<file path="src/cats_pkg.sv">
// cats_pkg: shared types, constants and the crc-32/mpeg-2 byte update for the
// conditional-access table section parser; no dependencies
package cats_pkg;

    localparam int MAX_DESCRIPTORS   = 16;
    localparam int MIN_SECTION_BYTES = 12;
    localparam int MAX_SECTION_BYTES = 1024;

    localparam int LOOP_START    = 8;
    localparam int LOOP_OVERHEAD = 9;
    localparam int DESC_HDR      = 2;

    localparam logic [31:0] CRC_POLY = 32'h04C11DB7;
    localparam logic [31:0] CRC_INIT = 32'hFFFF_FFFF;

    localparam int ADDR_W   = (MAX_DESCRIPTORS > 1) ? $clog2(MAX_DESCRIPTORS) : 1;
    localparam int CNT_W    = $clog2(MAX_DESCRIPTORS + 1);
    localparam int IDX_W    = $clog2(MAX_SECTION_BYTES + 2);
    localparam int NEXT_W   = $clog2(MAX_SECTION_BYTES + 257);
    localparam int LOOP_W   = 14;
    localparam int OFFSET_W = 12;

    localparam logic [1:0] STATUS_OK       = 2'd0;
    localparam logic [1:0] STATUS_CRC_ERR  = 2'd1;
    localparam logic [1:0] STATUS_SIZE_ERR = 2'd2;

    localparam logic KIND_DESCRIPTOR = 1'b0;
    localparam logic KIND_SUMMARY    = 1'b1;

    typedef struct packed {
        logic [7:0] section_byte;
        logic       last_byte;
    } cats_in_t;

    typedef struct packed {
        logic                result_kind;
        logic                last_result;
        logic [7:0]          desc_tag;
        logic [7:0]          desc_len;
        logic [OFFSET_W-1:0] descriptor_offset;
        logic [7:0]          tbl_id;
        logic [11:0]         sect_len;
        logic [4:0]          ver_num;
        logic                current_next;
        logic [7:0]          sect_num;
        logic [7:0]          last_sect_num;
        logic [1:0]          status;
    } cats_out_t;

    typedef struct packed {
        logic [7:0]          tag;
        logic [7:0]          len;
        logic [OFFSET_W-1:0] offset;
    } desc_rec_t;

    typedef struct packed {
        logic              en;
        logic [ADDR_W-1:0] addr;
        desc_rec_t         data;
    } ram_wr_t;

    typedef struct packed {
        logic update;
        logic clear;
    } crc_ctrl_t;

    typedef enum logic [1:0] {
        ST_RUN,
        ST_EMIT,
        ST_WAIT,
        ST_SUM
    } emit_state_t;

    // msb-first update of the crc register by one byte
    function automatic logic [31:0] crc_byte(input logic [31:0] crc, input logic [7:0] b);
        logic [31:0] c;
        c = crc ^ {b, 24'h000000};
        for (int i = 0; i < 8; i++) begin
            c = c[31] ? ((c << 1) ^ CRC_POLY) : (c << 1);
        end
        return c;
    endfunction

endpackage

</file>
<file path="src/cats_crc32.sv">
// cats_crc32: running crc-32/mpeg-2 register over the section bytes
// depends on cats_pkg
module cats_crc32
    import cats_pkg::*;
(
    input  logic       aclk,
    input  logic       aresetn,
    input  crc_ctrl_t  ctrl,
    input  logic [7:0] data_byte,
    output logic       residue_zero
);

    logic [31:0] crc_reg;
    logic [31:0] crc_upd;

    assign crc_upd      = crc_byte(crc_reg, data_byte);
    // residue including the byte of this transaction
    assign residue_zero = (crc_upd == 32'h0);

    always_ff @(posedge aclk) begin
        if (!aresetn) begin
            crc_reg <= CRC_INIT;
        end else if (ctrl.clear) begin
            crc_reg <= CRC_INIT;
        end else if (ctrl.update) begin
            crc_reg <= crc_upd;
        end
    end

endmodule

</file>
<file path="src/cats_desc_ram.sv">
// cats_desc_ram: descriptor record store, one write and one registered read port
// depends on cats_pkg
module cats_desc_ram
    import cats_pkg::*;
(
    input  logic              aclk,
    input  ram_wr_t           wr,
    input  logic              rd_en,
    input  logic [ADDR_W-1:0] rd_addr,
    output desc_rec_t         rd_data
);

    desc_rec_t mem [MAX_DESCRIPTORS];

    always_ff @(posedge aclk) begin
        if (wr.en) begin
            mem[wr.addr] <= wr.data;
        end
    end

    always_ff @(posedge aclk) begin
        if (rd_en) begin
            rd_data <= mem[rd_addr];
        end
    end

endmodule

</file>
<file path="src/ca_table_section_parser.sv">
// ca_table_section_parser: top level, header capture, descriptor walk and result sequencer
// depends on cats_pkg, cats_crc32, cats_desc_ram
//
// Takes one section byte per cycle while receiving. Once the byte marked last_byte is taken,
// input stalls while results go out: each stored descriptor record is read through the
// descriptor memory's registered read port and then loaded into the output register, and
// the summary goes last, so the next byte is accepted only after the summary has been loaded,
// which waits on any result-side stall. Descriptor records live in a small memory that needs
// no clearing after reset; a size error gives the summary alone.
module ca_table_section_parser
    import cats_pkg::*;
(
    input  logic      aclk,
    input  logic      aresetn,
    input  logic      s_valid,
    output logic      s_ready,
    input  cats_in_t  s_data,
    output logic      m_valid,
    input  logic      m_ready,
    output cats_out_t m_data
);

    emit_state_t state_reg, state_next;

    logic [IDX_W-1:0]         idx_reg, idx_next;
    logic [NEXT_W-1:0]        next_at_reg, next_at_next;
    logic signed [LOOP_W-1:0] loop_rem_reg, loop_rem_next;
    logic [7:0]               pend_tag_reg, pend_tag_next;
    logic                     pend_reg, pend_next;
    logic [CNT_W-1:0]         cnt_reg, cnt_next;
    logic [7:0]               hdr_tid_reg, hdr_tid_next;
    logic [11:0]              hdr_len_reg, hdr_len_next;
    logic [4:0]               hdr_ver_reg, hdr_ver_next;
    logic                     hdr_cur_reg, hdr_cur_next;
    logic [7:0]               hdr_sec_reg, hdr_sec_next;
    logic [7:0]               hdr_last_reg, hdr_last_next;

    logic [CNT_W-1:0] emit_cnt_reg, emit_cnt_next;
    logic [CNT_W-1:0] emit_ptr_reg, emit_ptr_next;
    cats_out_t        sum_reg, sum_next;
    logic             m_valid_reg, m_valid_next;
    cats_out_t        m_data_reg, m_data_next;

    logic        accept;
    logic        out_free;
    logic        in_loop;
    logic        advance;
    logic        take_tag;
    logic        size_err;
    logic        crc_ok;
    logic        rd_en;
    logic [7:0]  b;
    logic [8:0]  step;
    ram_wr_t     ram_wr;
    desc_rec_t   rd_data;
    crc_ctrl_t   crc_ctrl;
    logic [NEXT_W-1:0] idx_ext;

    assign s_ready  = (state_reg == ST_RUN);
    assign accept   = s_valid && s_ready;
    assign out_free = !m_valid_reg || m_ready;
    assign m_valid  = m_valid_reg;
    assign m_data   = m_data_reg;
    assign b        = s_data.section_byte;
    assign step     = {1'b0, b} + 9'(DESC_HDR);
    assign idx_ext  = NEXT_W'(idx_reg);

    assign in_loop  = (idx_reg >= IDX_W'(LOOP_START)) && (idx_reg < IDX_W'(MAX_SECTION_BYTES));
    assign advance  = in_loop && pend_reg && (idx_ext == next_at_reg + NEXT_W'(1));
    assign take_tag = in_loop && !pend_reg && (idx_ext == next_at_reg)
                      && (loop_rem_reg >= LOOP_W'(DESC_HDR))
                      && (cnt_reg < CNT_W'(MAX_DESCRIPTORS));

    assign crc_ctrl.update = accept;
    assign crc_ctrl.clear  = accept && s_data.last_byte;

    cats_crc32 u_crc (
        .aclk         (aclk),
        .aresetn      (aresetn),
        .ctrl         (crc_ctrl),
        .data_byte    (b),
        .residue_zero (crc_ok)
    );

    cats_desc_ram u_ram (
        .aclk    (aclk),
        .wr      (ram_wr),
        .rd_en   (rd_en),
        .rd_addr (emit_ptr_reg[ADDR_W-1:0]),
        .rd_data (rd_data)
    );

    // byte walk: header capture and descriptor loop
    always_comb begin
        idx_next      = idx_reg;
        next_at_next  = next_at_reg;
        loop_rem_next = loop_rem_reg;
        pend_tag_next = pend_tag_reg;
        pend_next     = pend_reg;
        cnt_next      = cnt_reg;
        hdr_tid_next  = hdr_tid_reg;
        hdr_len_next  = hdr_len_reg;
        hdr_ver_next  = hdr_ver_reg;
        hdr_cur_next  = hdr_cur_reg;
        hdr_sec_next  = hdr_sec_reg;
        hdr_last_next = hdr_last_reg;
        ram_wr.en     = 1'b0;
        ram_wr.addr   = cnt_reg[ADDR_W-1:0];
        ram_wr.data   = '{tag: pend_tag_reg, len: b, offset: OFFSET_W'(next_at_reg)};

        if (accept) begin
            case (idx_reg)
                IDX_W'(0): hdr_tid_next = b;
                IDX_W'(1): hdr_len_next = {b[3:0], 8'h00};
                IDX_W'(2): begin
                    hdr_len_next  = {hdr_len_reg[11:8], b};
                    loop_rem_next = LOOP_W'({hdr_len_reg[11:8], b}) - LOOP_W'(LOOP_OVERHEAD);
                end
                IDX_W'(5): begin
                    hdr_ver_next = b[5:1];
                    hdr_cur_next = b[0];
                end
                IDX_W'(6): hdr_sec_next  = b;
                IDX_W'(7): hdr_last_next = b;
                default: ;
            endcase

            if (advance) begin
                if (cnt_reg < CNT_W'(MAX_DESCRIPTORS)) begin
                    ram_wr.en = 1'b1;
                    cnt_next  = cnt_reg + CNT_W'(1);
                end
                next_at_next  = next_at_reg + NEXT_W'(step);
                loop_rem_next = loop_rem_reg - LOOP_W'(step);
                pend_next     = 1'b0;
            end else if (take_tag) begin
                pend_tag_next = b;
                pend_next     = 1'b1;
            end

            // saturating byte count
            if (idx_reg <= IDX_W'(MAX_SECTION_BYTES)) begin
                idx_next = idx_reg + IDX_W'(1);
            end
        end
    end

    assign size_err = (idx_next < IDX_W'(MIN_SECTION_BYTES))
                      || (idx_next > IDX_W'(MAX_SECTION_BYTES));

    // result sequencer
    always_comb begin
        state_next    = state_reg;
        emit_cnt_next = emit_cnt_reg;
        emit_ptr_next = emit_ptr_reg;
        sum_next      = sum_reg;
        m_valid_next  = m_valid_reg && !m_ready;
        m_data_next   = m_data_reg;
        rd_en         = 1'b0;

        case (state_reg)
            ST_RUN: begin
                if (accept && s_data.last_byte) begin
                    sum_next             = '0;
                    sum_next.result_kind = KIND_SUMMARY;
                    sum_next.last_result = 1'b1;
                    emit_ptr_next        = '0;
                    if (size_err) begin
                        sum_next.status = STATUS_SIZE_ERR;
                        emit_cnt_next   = '0;
                        state_next      = ST_SUM;
                    end else begin
                        sum_next.tbl_id        = hdr_tid_reg;
                        sum_next.sect_len      = hdr_len_reg;
                        sum_next.ver_num       = hdr_ver_reg;
                        sum_next.current_next  = hdr_cur_reg;
                        sum_next.sect_num      = hdr_sec_reg;
                        sum_next.last_sect_num = hdr_last_reg;
                        sum_next.status = crc_ok ? STATUS_OK : STATUS_CRC_ERR;
                        emit_cnt_next   = cnt_next;
                        state_next      = (cnt_next == '0) ? ST_SUM : ST_EMIT;
                    end
                end
            end
            ST_EMIT: begin
                rd_en      = 1'b1;
                state_next = ST_WAIT;
            end
            ST_WAIT: begin
                // read data holds until the output register frees up
                if (out_free) begin
                    m_valid_next                  = 1'b1;
                    m_data_next                   = '0;
                    m_data_next.result_kind       = KIND_DESCRIPTOR;
                    m_data_next.desc_tag          = rd_data.tag;
                    m_data_next.desc_len          = rd_data.len;
                    m_data_next.descriptor_offset = rd_data.offset;
                    emit_ptr_next                 = emit_ptr_reg + CNT_W'(1);
                    state_next = (emit_ptr_reg + CNT_W'(1) == emit_cnt_reg) ? ST_SUM : ST_EMIT;
                end
            end
            ST_SUM: begin
                if (out_free) begin
                    m_valid_next = 1'b1;
                    m_data_next  = sum_reg;
                    state_next   = ST_RUN;
                end
            end
            default: state_next = ST_RUN;
        endcase
    end

    always_ff @(posedge aclk) begin
        if (!aresetn) begin
            state_reg <= ST_RUN;
        end else begin
            state_reg <= state_next;
        end
    end

    always_ff @(posedge aclk) begin
        if (!aresetn || (accept && s_data.last_byte)) begin
            idx_reg      <= '0;
            next_at_reg  <= NEXT_W'(LOOP_START);
            loop_rem_reg <= '0;
            pend_tag_reg <= '0;
            pend_reg     <= 1'b0;
            cnt_reg      <= '0;
            hdr_tid_reg  <= '0;
            hdr_len_reg  <= '0;
            hdr_ver_reg  <= '0;
            hdr_cur_reg  <= 1'b0;
            hdr_sec_reg  <= '0;
            hdr_last_reg <= '0;
        end else begin
            idx_reg      <= idx_next;
            next_at_reg  <= next_at_next;
            loop_rem_reg <= loop_rem_next;
            pend_tag_reg <= pend_tag_next;
            pend_reg     <= pend_next;
            cnt_reg      <= cnt_next;
            hdr_tid_reg  <= hdr_tid_next;
            hdr_len_reg  <= hdr_len_next;
            hdr_ver_reg  <= hdr_ver_next;
            hdr_cur_reg  <= hdr_cur_next;
            hdr_sec_reg  <= hdr_sec_next;
            hdr_last_reg <= hdr_last_next;
        end
    end

    always_ff @(posedge aclk) begin
        if (!aresetn) begin
            m_valid_reg  <= 1'b0;
            emit_cnt_reg <= '0;
            emit_ptr_reg <= '0;
        end else begin
            m_valid_reg  <= m_valid_next;
            emit_cnt_reg <= emit_cnt_next;
            emit_ptr_reg <= emit_ptr_next;
        end
    end

    always_ff @(posedge aclk) begin
        sum_reg    <= sum_next;
        m_data_reg <= m_data_next;
    end

    // a marked byte always starts a result run
    a_last_starts_run: assert property (@(posedge aclk) disable iff (!aresetn)
        (accept && s_data.last_byte) |=> (state_reg != ST_RUN))
        else $error("last byte did not start a result run");

    // the store never overfills
    a_count_bound: assert property (@(posedge aclk) disable iff (!aresetn)
        (cnt_reg <= CNT_W'(MAX_DESCRIPTORS)) && (emit_cnt_reg <= CNT_W'(MAX_DESCRIPTORS)))
        else $error("descriptor count beyond store depth");

    // reads stay inside the records stored for this section
    a_read_in_range: assert property (@(posedge aclk) disable iff (!aresetn)
        (state_reg == ST_EMIT || state_reg == ST_WAIT) |-> (emit_ptr_reg < emit_cnt_reg))
        else $error("descriptor read past stored records");

    // a descriptor record is only on show while the run is still going
    a_desc_before_summary: assert property (@(posedge aclk) disable iff (!aresetn)
        (m_valid_reg && (m_data_reg.result_kind == KIND_DESCRIPTOR)) |-> (state_reg != ST_RUN))
        else $error("descriptor record outside a result run");

    a_index_saturates: assert property (@(posedge aclk) disable iff (!aresetn)
        idx_reg <= IDX_W'(MAX_SECTION_BYTES + 1))
        else $error("byte index beyond saturation point");

endmodule
</file>
<file path="config.mk">
export PLATFORM = sky130hd
export DESIGN_NAME = ca_table_section_parser
export DESIGN_NICKNAME = d
export VERILOG_FILES = /design/src/cats_pkg.sv /design/src/cats_crc32.sv /design/src/cats_desc_ram.sv /design/src/ca_table_section_parser.sv
export SDC_FILE = /design/constraint.sdc
export NUM_CORES = 1
export LEC_CHECK = 0
export ABC_AREA = 0
export BUFFER_PORTS_ARGS = -buffer_cell sky130_fd_sc_hd__buf_4
export CORE_ASPECT_RATIO = 0.7
export CORE_MARGIN = 2
export CORE_UTILIZATION = 40
export DETAILED_ROUTE_END_ITERATION = 10
export PLACE_DENSITY = 0.62
export SYNTH_ARGS = -nofsm -noshare
export SYNTH_HDL_FRONTEND = slang
export SYNTH_SLANG_ARGS = --single-unit
</file>
<file path="constraint.sdc">
create_clock -name aclk -period 5.13 [get_ports aclk]
set_input_delay 0.2565 -clock aclk [delete_from_list [all_inputs] [get_ports aclk]]
set_output_delay 0.2565 -clock aclk [all_outputs]
set_load 0.03 [all_outputs]
</file>
==> results of run 1 <==
[cell families after synthesis]
kind of cell	count (synthesis)
AOI/OAI and AO/OA	210
other	1
DFF	712
buffers and inverters	139
and+or+nand+nor	509
adders and majority gates	35
xor gates and xnor gates	136
muxes	169
[how the worst min path moves through the flow]
stage	startpoint	end	slack, ns	cells after the start
after detailed placement	hdr_sec_reg[1]$_SDFFE_PP0P_	hdr_sec_reg[1]$_SDFFE_PP0P_	0.45	2
after global routing	s_data[3]	u_ram.mem[0][13]$_DFFE_PP_	0.1	1
after global placement	hdr_tid_reg[3]$_SDFFE_PP0P_	hdr_tid_reg[3]$_SDFFE_PP0P_	0.44	2
final	m_ready	m_valid$_SDFF_PN0_	0.11	3
after CTS	s_data[7]	hdr_tid_reg[6]$_SDFFE_PP0P_	0.08	3
after floorplan	s_data[1]	u_ram.mem[0][11]$_DFFE_PP_	0.36	0
[power groups by stage]
stage,Sequential (mW),Clock (mW),Combinational (mW)
6_report,6.50,5.09,1.59
5_1_grt,6.52,5.43,1.72
4_1_cts,6.51,5.20,1.59
3_5_place_dp,6.63,0,1.58
3_3_place_gp,6.62,0,1.56
2_1_floorplan,6.68,0,1.09
[Yosys cell counts, drive strengths merged (3+ instances only)]
cell	instances
o211ai	30
nand2b	9
a211oi	10
edfxtp	575
nor3	19
buf	51
o2111ai	3
or2	3
clkbuf	62
nor4	16
a21o	3
nor2b	12
or3	9
nand2	111
and4	4
o32ai	5
and3	59
nand4	11
a31oi	4
xnor2	99
o211a	7
nor2	112
nand3	39
inv	26
nor3b	5
and2	87
xor2	37
mux4	135
a21boi	8
a22oi	10
a21oi	59
or4	4
mux2i	33
o21a	5
ha	33
dfxtp	137
o31ai	8
o21ai	36
o22ai	4
[layer usage]
metal,track usage,vias up,part of all wire
met5,0,-,0
li1,-,7472,-
met4,0.04167,0,0.017
met3,0.03634,102,0.065
met1,0.2708,8510,0.49
met2,0.2638,554,0.43
[layout make-up]
type	count	area [um^2]
clock buffer	93	1964
inverter	26	100.1
clock inverter	34	299.0
timing repair buffer	121	973.4
sequential	712	20020
multi-input combinational	1060	9376
tap	977	1222
fill	6381	39780
[tightest hold or removal path: stages]
cell     delay (ns)
buf_4          0.08
nor2b_1        0.13
o21a_1         0.20
[stage by stage]
step           hold WS [ns]  instance area [um^2]  total power, mW  instances  worst slack (ns)
3_3_place_gp         0.4378                 31680            8.186       2895             1.216
3_5_place_dp         0.4459                 31680            8.209       2895             1.096
2_1_floorplan        0.3554                 29980            7.767       1911            0.2264
6_report             0.1094                 33960            13.17       3023             1.031
5_1_grt             0.09771                 33960            13.68       3023            0.7744
4_1_cts             0.07858                 33960            13.29       3023             1.046
[repair_timing]
item | in CTS | in global routing
hold endpoints to repair | 5 | 0
buffers inserted | 0 | 0
hold buffers | 1 | 0
==> impl_results.md, run 1 <==
* Avg Vias per Cell at approximately 5.5
* Synthesis warning total at 0
* CTS buffer count at 69
* Commonest non-fill, non-tap cell in the layout: edfxtp_1
* Main combinational cell family by area after synthesis: multiplexers
* MaxCap Viol Count at 0
* Sw frac at 0.2474
* Clk pwr share at 0.386
* Max frequency at between 200 and 250 MHz
* Synthesized cell area at between 20,000 and 30,000 um^2
* Synth Area in Adders at 0.01511
* Crit path max-delay family: simple AND/OR/NAND/NOR gates
* R2R Setup Slk at a little over 1 ns
* Yosys top cell area share at 0.5760
* CTS Root Cell: clkbuf_16
* Core area at ~74,000 um^2
* Sink Count at slightly above 700
* WL per Instance at ~23 um
* Post-DP HPWL at around 41,000 um
* CTS H-Tree Depth at 3
* Slew Limit Fails at 0
* Setup TNS at 0 ns
* I/O pins at 89
* CP bufs+invs at 1
* Global-route wire length before repair at roughly 100,000 um
* Remaining Overflow, GRT at 0
* Slew @ Worst Pin at between 1 and 1.5 ns
* Die W at approximately 330 um
* Vias in the first global route at between 15,000 and 20,000
* PortBufs at between 80 and 90
* Fin crit period at between 4 and 5 ns
* Post-synth EDFFs at between 500 and 600
* Mapped Cells at ~1,900
* Hold Path Class: in2reg
* Reg-to-Reg Start: next_at_reg[1]$_SDFFE_PP0P_
* Synth area leaders: edfxtp_1, mux4_2, dfxtp_1
* Area Growth Syn to Fin at 13.27%
* CP Class: reg2reg
* Combinational share of power at 0.120
* Internal power at just under 10 mW
* ANT nets after route at 0
* Peak supply drop at ~0.00023 V
* CP required at between 5 and 6 ns
* Clock transition at the registers of the reported paths at 0.06 ns
* Final nets at 2,038
* Layout Skew at a little under 0.02 ns
* Compound-Gate Fraction of Synth Area at 0.04917
* CP Capture Point: u_ram.mem[5][11]$_DFFE_PP_
* Residual DRC count at 0
* Post-CTS sizing at 0
* Iteration-0 DRC Markers at between 1,000 and 1,500
* Leakage power at between 10 and 15 nW
* Reg-to-Reg End: u_ram.mem[5][11]$_DFFE_PP_
* Post-Synth Simple-Gate Area at 0.09195
* Die height at 233.0 um
* Most frequent cells in the layout: edfxtp_1, mux4_2, dfxtp_1, buf_4, nor2_1
* Power per Cell Area at between 300 and 400 nW/um^2
* RSZ-0062 raised after global routing: no
* Proportion of layout cells with a drive suffix above 1 at 0.2092
* Sequential area share after synthesis at 0.6675
* CTS tree: done
* Crit end category: flop
* Critical path depth at 9
* Sequential Power Share at 0.494
* Status: complete, no violations
* Peak fanout along the critical path at 23
* Routed vias at roughly 17,000
* Initial Util at 0.4066
* CP max stage cell: dfxtp_1
* Worst path arrival time at about 4.4 ns
* Endpoints failing setup at 0
* Initial antenna violation count at 1
* Ys async rst share at 0
* Worst skew pair latency at 0.61 ns
* Syn Nets at approximately 2,000
* Tcrit/Tclk final at 0.7991
* N_diodes at 0
* Crit path cell chain: ha_1 > nand2b_1 > o211a_1 > o31ai_4 > o2111a_2 > nand4_2 > nor2_2 > and3_1 > buf_12
* Largest net degree at the start of global routing at 109
* DRT Pass-1 Iters at 5
* Worst setup path startpoint: next_at_reg[1]$_SDFFE_PP0P_
* Total GRT Usage at 0.1787
* R2R depth at 9
* Synth Area in XOR/XNOR at 0.04199
* Synth Register Bits at just over 700
* CP max stage delay at 0.79 ns
* RePlAce Congestion at 0.8370
* Leading area contributor after synthesis: edfxtp_1
* Finished Core Util at 0.4605
* Final wirelength at about 68,000 um
* Synth Flop Type: edfxtp_1
* Count of final hold-check violations at 0
* Switch Pwr at about 3.3 mW
* Cell row count at just over 80
* Startpoint types: flop
* Die area at 77,190 um^2
* Cell variety after synth at between 90 and 100
* Slew HR at 0.1086
* Clock Tree Buf Depth at 3
* Max reg flops at about 430
* Multiplexer share of the synthesized area at 0.1128
* Syn_area_per_cell at approximately 16 um^2
(Power assumes the default switching activity.)
==> run 2, diff against run 1 <==
--- a/config.mk
+++ b/config.mk
@@ -11,7 +11,7 @@
 export CORE_MARGIN = 2
 export CORE_UTILIZATION = 40
 export DETAILED_ROUTE_END_ITERATION = 10
-export PLACE_DENSITY = 0.62
+export PLACE_DENSITY = 0.6
 export SYNTH_ARGS = -nofsm -noshare
 export SYNTH_HDL_FRONTEND = slang
 export SYNTH_SLANG_ARGS = --single-unit
==> constraint.sdc (replaced) <==
create_clock -name aclk -period 4.2 [get_ports aclk]
set_input_delay 0.21 -clock aclk [delete_from_list [all_inputs] [get_ports aclk]]
set_output_delay 0.21 -clock aclk [all_outputs]
set_load 0.03 [all_outputs]
==> impl_results.md, run 2 (synthesized netlist as in run 1, its figures left out) <==
* Crit end category: flop
* Layout Skew at 0.02076 ns (+0.0009036 ns)
* Setup TNS at 0 ns (unchanged)
* Slew HR at 0.2723 (+0.1637)
* DP Cell Count at 2,928 (+1.1%)
* DRT Pass-1 Iters at 5 (unchanged)
* Hold Slack at 0.08233 ns (-0.02705 ns)
* Die W at 331.2 um (unchanged)
* Area of the multi-input gates at 9389 um^2 (+0.13%)
* Crit path max-delay family: simple AND/OR/NAND/NOR gates
* CTS H-Tree Depth at 3 (unchanged)
* Reg-to-Reg Start: next_at_reg[4]$_SDFFE_PP0P_
* CP Class: reg2reg
* RePlAce Congestion at 0.8604 (+2.8%)
* Peak fanout along the critical path at 27 (+17%)
* Endpoints failing setup at 0 (unchanged)
* Largest net degree at the start of global routing at 61 (-44%)
* Proportion of layout cells with a drive suffix above 1 at 0.2188 (+0.009621)
* Die height at 233.0 um (unchanged)
* Initial Util at 0.4066 (unchanged)
* Count of final hold-check violations at 0 (unchanged)
* Crit-path most repeated cell: nand2_1
* Post-CTS sizing at 0 (unchanged)
* Most frequent cells in the layout: edfxtp_1, buf_4, mux4_2, dfxtp_1, nor2_1
* Slew @ Worst Pin at 1.092 ns (-0.2118 ns)
* HP Start: s_data[8]
* CP required at 4.49 ns (-0.94 ns)
* Clock transition at the registers of the reported paths at 0.06 ns (about the same)
* PortBufs at 87 (unchanged)
* Worst skew pair latency at 0.61 ns (about the same)
* CP bufs+invs at 1 (unchanged)
* Layout Cells excl Fill at 3,062 (+1.3%)
* WL per Instance at 22.71 um (+0.50%)
* Remaining Overflow, GRT at 0 (unchanged)
* Leakage power at 12.00 nW (+2.2%)
* RSZ-0062 raised after global routing: no
* Fillers at 6,363 (-0.28%)
* Final wirelength at 69,550 um (+1.8%)
* Power per Cell Area at 471.2 nW/um^2 (+21%)
* Fin crit period at 3.607 ns (-0.4923 ns)
* CTS buffer count at 71 (+2.9%)
* I/O pins at 89 (unchanged)
* Die area at 77,190 um^2 (unchanged)
* Commonest non-fill, non-tap cell in the layout: edfxtp_1
* Crit path cell chain: nand3_1 > or4_1 > o41a_2 > nand2_1 > nand4_2 > nor2_2 > nand2_1 > nor3b_4 > buf_12
* Sink of the worst hold path: hdr_tid_reg[7]$_SDFFE_PP0P_
* CTS Root Cell: clkbuf_16
* Final worst slack at 0.5930 ns (-0.4377 ns)
* Tcrit/Tclk final at 0.8588 (+0.05973)
* Core area at 73,730 um^2 (unchanged)
* DP Area at 32,020 um^2 (+1.1%)
* Hold_buf cts at 2 (+1)
* Storage cell area at 20,020 um^2 (about the same)
* Sink Count at 712 (unchanged)
* Worst hold stages at 3 (unchanged)
* Design area at 34,320 um^2 (+1.1%)
* CP max stage delay at 0.87 ns (+0.08 ns)
* R2R Setup Slk at 0.59 ns (-0.44 ns)
* Vias in the first global route at 16,690 (+2.0%)
* Cell row count at 83 (unchanged)
* CTS tree: done
* Max frequency at 277.2 MHz (+14%)
* Routed vias at 16,740 (+0.60%)
* Total power at 16.17 mW (+23%)
* Total GRT Usage at 0.1813 (+0.002641)
* Avg Vias per Cell at 5.466 (-0.69%)
* Post-DP HPWL at 42,960 um (+5.6%)
* Reg-to-Reg End: u_ram.mem[11][5]$_DFFE_PP_
* Startpoint types: flop
* ANT nets after route at 0 (unchanged)
* Max reg flops at 432 (unchanged)
* CP max stage cell: dfxtp_1
* Hold Path Class: in2reg
* Setup bufs post-CTS at 0 (unchanged)
* Worst path arrival time at 3.90 ns (-0.50 ns)
* Status: complete, no violations
* Clock Tree Buf Depth at 3 (unchanged)
* MaxCap Viol Count at 0 (unchanged)
* R2R depth at 9 (unchanged)
* Initial antenna violation count at 2 (+1)
* Final nets at 2,074 (+1.8%)
* Area Growth Syn to Fin at 14.50%
* Residual DRC count at 0 (unchanged)
* Iteration-0 DRC Markers at 1,726 (+20%)
* Global-route wire length before repair at 105,500 um (+1.9%)
* Slew Limit Fails at 0 (unchanged)
* Peak supply drop at 0.0002965 V (+31%)
* Pre-CTS WS at 0.6658 ns (-0.4304 ns)
* Finished Core Util at 0.4655 (+0.004989)
## run 2: cell count changes in the layout (fill, tap and decap cells not counted), sizes merged
cell / previous run / this run
dlygate4sd3: 1 / 2
diode: 0 / 1
clkinv: 23 / 31
inv: 30 / 28
buf: 120 / 153
clkinvlp: 3 / 2
bufinv: 4 / 3
## run 2: worst max-delay path by stage
stage,cells past startpoint,start,slack [ns],endpoint
2_1_floorplan,10,next_at_reg[1]$_SDFFE_PP0P_,0.22,u_ram.mem[11][0]$_DFFE_PP_
3_3_place_gp,9,next_at_reg[4]$_SDFFE_PP0P_,0.77,u_ram.mem[11][13]$_DFFE_PP_
3_5_place_dp,9,next_at_reg[4]$_SDFFE_PP0P_,0.67,u_ram.mem[11][13]$_DFFE_PP_
4_1_cts,9,next_at_reg[4]$_SDFFE_PP0P_,0.64,u_ram.mem[11][8]$_DFFE_PP_
5_1_grt,9,next_at_reg[4]$_SDFFE_PP0P_,0.32,u_ram.mem[11][6]$_DFFE_PP_
6_report,9,next_at_reg[4]$_SDFFE_PP0P_,0.59,u_ram.mem[11][5]$_DFFE_PP_
## run 2: area by class of cell
| class | count | share of cell area |
|---|---|---|
| antenna | 1 | 0.00007290 |
| clock buffer | 93 | 0.05843 |
| clock inverter | 38 | 0.008129 |
| inverter | 26 | 0.002916 |
| multi-input combinational | 1060 | 0.2735 |
| sequential | 712 | 0.5832 |
| tap | 977 | 0.03561 |
| timing repair buffer | 155 | 0.03806 |
## run 2: worst reg2reg max path, cell delays in order, from the launching register on
cell	delay, ns
dfxtp_1	0.87
nand3_1	0.18
or4_1	0.57
o41a_2	0.16
nand2_1	0.17
nand4_2	0.18
nor2_2	0.39
nand2_1	0.22
nor3b_4	0.27
buf_12	0.25
## run 2: report_power, final
part	internal (mW)	total, mW	switching (mW)	leakage, nW
logic	0.799	2.00	1.20	4.23
clock network	3.57	6.23	2.67	1.12
registers	7.78	7.94	0.155	6.65
## run 2: layer usage
metal / vias up / track usage / share of wire
met5: - / 0 / 0
li1: 7562 / - / -
met3: 90 / 0.03050 / 0.062
met2: 541 / 0.2696 / 0.44
met1: 8544 / 0.2738 / 0.48
met4: 0 / 0.05137 / 0.021
==> run 3, diff against run 2 <==
--- a/config.mk
+++ b/config.mk
@@ -9,9 +9,9 @@
 export BUFFER_PORTS_ARGS = -buffer_cell sky130_fd_sc_hd__buf_4
 export CORE_ASPECT_RATIO = 0.7
 export CORE_MARGIN = 2
-export CORE_UTILIZATION = 40
+export CORE_UTILIZATION = 35
 export DETAILED_ROUTE_END_ITERATION = 10
-export PLACE_DENSITY = 0.6
+export PLACE_DENSITY = 0.55
 export SYNTH_ARGS = -nofsm -noshare
 export SYNTH_HDL_FRONTEND = slang
 export SYNTH_SLANG_ARGS = --single-unit
==> impl_results.md, run 3 (synthesized netlist as in run 1, its figures left out) <==
* Hold Path Class: in2reg
* CTS buffer count at 73 (+2.8%)
* Die area at 88,040 um^2 (+14%)
* Post-CTS sizing at 0 (unchanged)
* Startpoint types: flop
* Total GRT Usage at 0.1608 (-0.02056)
* Sink Count at 712 (unchanged)
* CP bufs+invs at 1 (unchanged)
* PortBufs at 87 (unchanged)
* CTS tree: done
* Initial Util at 0.3547 (-0.05189)
* Routed vias at 16,600 (-0.80%)
* Setup bufs post-CTS at 0 (unchanged)
* Crit end category: flop
* Post-DP HPWL at 43,970 um (+2.4%)
* CTS Root Cell: clkbuf_16
* CP max stage cell: dfxtp_1
* CP max stage delay at 0.79 ns (-0.08 ns)
* Die W at 353.8 um (+6.8%)
* Avg Vias per Cell at 5.161 (-5.6%)
* Leakage power at 12.02 nW (+0.21%)
* Residual DRC count at 0 (unchanged)
* DRT Pass-1 Iters at 5 (unchanged)
* Tcrit/Tclk final at 0.8822 (+0.02340)
* MaxCap Viol Count at 0 (unchanged)
* Slew Limit Fails at 0 (unchanged)
* Layout Cells excl Fill at 3,217 (+5.1%)
* Global-route wire length before repair at 107,400 um (+1.8%)
* Slew @ Worst Pin at 1.014 ns (-0.07725 ns)
* Most frequent cells in the layout: edfxtp_1, buf_4, mux4_2, dfxtp_1, nor2_1
* Max frequency at 269.9 MHz (-2.7%)
* Worst path arrival time at 3.96 ns (+0.06 ns)
* Proportion of layout cells with a drive suffix above 1 at 0.2216 (+0.002825)
* Vias in the first global route at 16,800 (+0.66%)
* Die height at 248.9 um (+6.8%)
* Peak supply drop at 0.0002618 V (-12%)
* ANT nets after route at 0 (unchanged)
* Slew HR at 0.3224 (+0.05007)
* CTS H-Tree Depth at 3 (unchanged)
* Area of the multi-input gates at 9389 um^2 (unchanged)
* WL per Instance at 21.99 um (-3.2%)
* Remaining Overflow, GRT at 0 (unchanged)
* RSZ-0062 raised after global routing: no
* Core area at 84,520 um^2 (+15%)
* Layout Skew at 0.03504 ns (+0.01428 ns)
* Peak fanout along the critical path at 27 (unchanged)
* Setup TNS at 0 ns (unchanged)
* I/O pins at 89 (unchanged)
* Area Growth Syn to Fin at 15.36%
* Max reg flops at 432 (unchanged)
* Final wirelength at 70,750 um (+1.7%)
* Final nets at 2,070 (-0.19%)
* CP Class: reg2reg
* Commonest non-fill, non-tap cell in the layout: edfxtp_1
* N_diodes at 0 (-1)
* Worst skew pair latency at 0.64 ns (+0.03 ns)
* RePlAce Congestion at 0.8315 (-3.4%)
* Status: complete, no violations
* Storage cell area at 20,020 um^2 (about the same)
* Initial antenna violation count at 1 (-1)
* DP Cell Count at 3,082 (+5.3%)
* Final worst slack at 0.4947 ns (-0.09828 ns)
* Iteration-0 DRC Markers at 1,371 (-21%)
* Hold_buf cts at 2 (unchanged)
* Clock Tree Buf Depth at 3 (unchanged)
* Largest net degree at the start of global routing at 61 (unchanged)
* Endpoints failing setup at 0 (unchanged)
* Pre-CTS WS at 0.5290 ns (-0.1368 ns)
* Count of final hold-check violations at 0 (unchanged)
* Clock transition at the registers of the reported paths at 0.06 ns (about the same)
* Fin crit period at 3.705 ns (+0.09828 ns)
* Cell row count at 89 (+7.2%)
* CP required at 4.46 ns (-0.03 ns)
* Crit path max-delay family: compound AO/OA/AOI/OAI gates
* Fillers at 7,611 (+20%)
* Crit path cell chain: ha_1 > nand2b_1 > o211a_1 > o31ai_4 > o2111a_2 > nand4_2 > nor2_2 > nand2_1 > nor3b_4 > buf_4
* Power per Cell Area at 476.6 nW/um^2 (+1.2%)
## run 3: changes by cell type in the layout (fill, tap and decap cells not counted), sizes merged
| cell | change |
|---|---|
| inv | +3 |
| clkbuf | -1 |
| clkinvlp | +2 |
| bufinv | +3 |
| buf | -6 |
| clkinv | -5 |
| diode | -1 |
## run 3: per-layer routing
| metal | vias up | global-route usage | part of all wire |
|---|---|---|---|
| li1 | 7541 | - | - |
| met1 | 8526 | 0.2440 | 0.49 |
| met2 | 441 | 0.2381 | 0.44 |
| met3 | 95 | 0.02923 | 0.053 |
| met4 | 0 | 0.03781 | 0.018 |
| met5 | - | 0 | 0 |
## run 3: power by group
part / switching [mW] / internal, mW / total [mW]
sequential: 0.159 / 7.78 / 7.94
clock: 2.73 / 3.82 / 6.55
combinational: 1.20 / 0.790 / 1.99
## run 3: final timing paths
kind | slack, ns | start | depth (start not counted) | endpoint
hold reg to reg | 0.45 | hdr_tid_reg[7]$_SDFFE_PP0P_ | 2 | hdr_tid_reg[7]$_SDFFE_PP0P_
setup / recovery | 0.49 | next_at_reg[0]$_SDFFE_PP0P_ | 10 | u_ram.mem[11][4]$_DFFE_PP_
setup reg to reg | 0.49 | next_at_reg[0]$_SDFFE_PP0P_ | 10 | u_ram.mem[11][4]$_DFFE_PP_
hold / removal | 0.07 | m_ready | 4 | m_valid$_SDFF_PN0_
## run 3: tightest hold or removal path, stage by stage
cell,delay (ns)
buf_4,0.08
nor2b_1,0.03
buf_4,0.17
o21a_1,0.17
## run 3: layout make-up
cell class / count / area share
Clock buffer: 92 / 0.05883
Clock inverter: 41 / 0.01096
Inverter: 26 / 0.002894
Multi-Input combinational cell: 1060 / 0.2715
Sequential cell: 712 / 0.5789
Tap cell: 1137 / 0.04114
Timing Repair Buffer: 149 / 0.03575
## run 3: through the flow
stage / total power [mW] / hold slack [ns] / util / area (um^2)
6_report: 16.48 / 0.06867 / 0.4092 / 34580
5_1_grt: 17.12 / 0.06076 / 0.4092 / 34580
4_1_cts: 16.67 / 0.04006 / 0.4092 / 34580
3_5_place_dp: 10.09 / 0.4429 / 0.3804 / 32150
3_3_place_gp: 10.06 / 0.4403 / 0.3804 / 32150
2_1_floorplan: 9.482 / 0.3089 / - / 29990
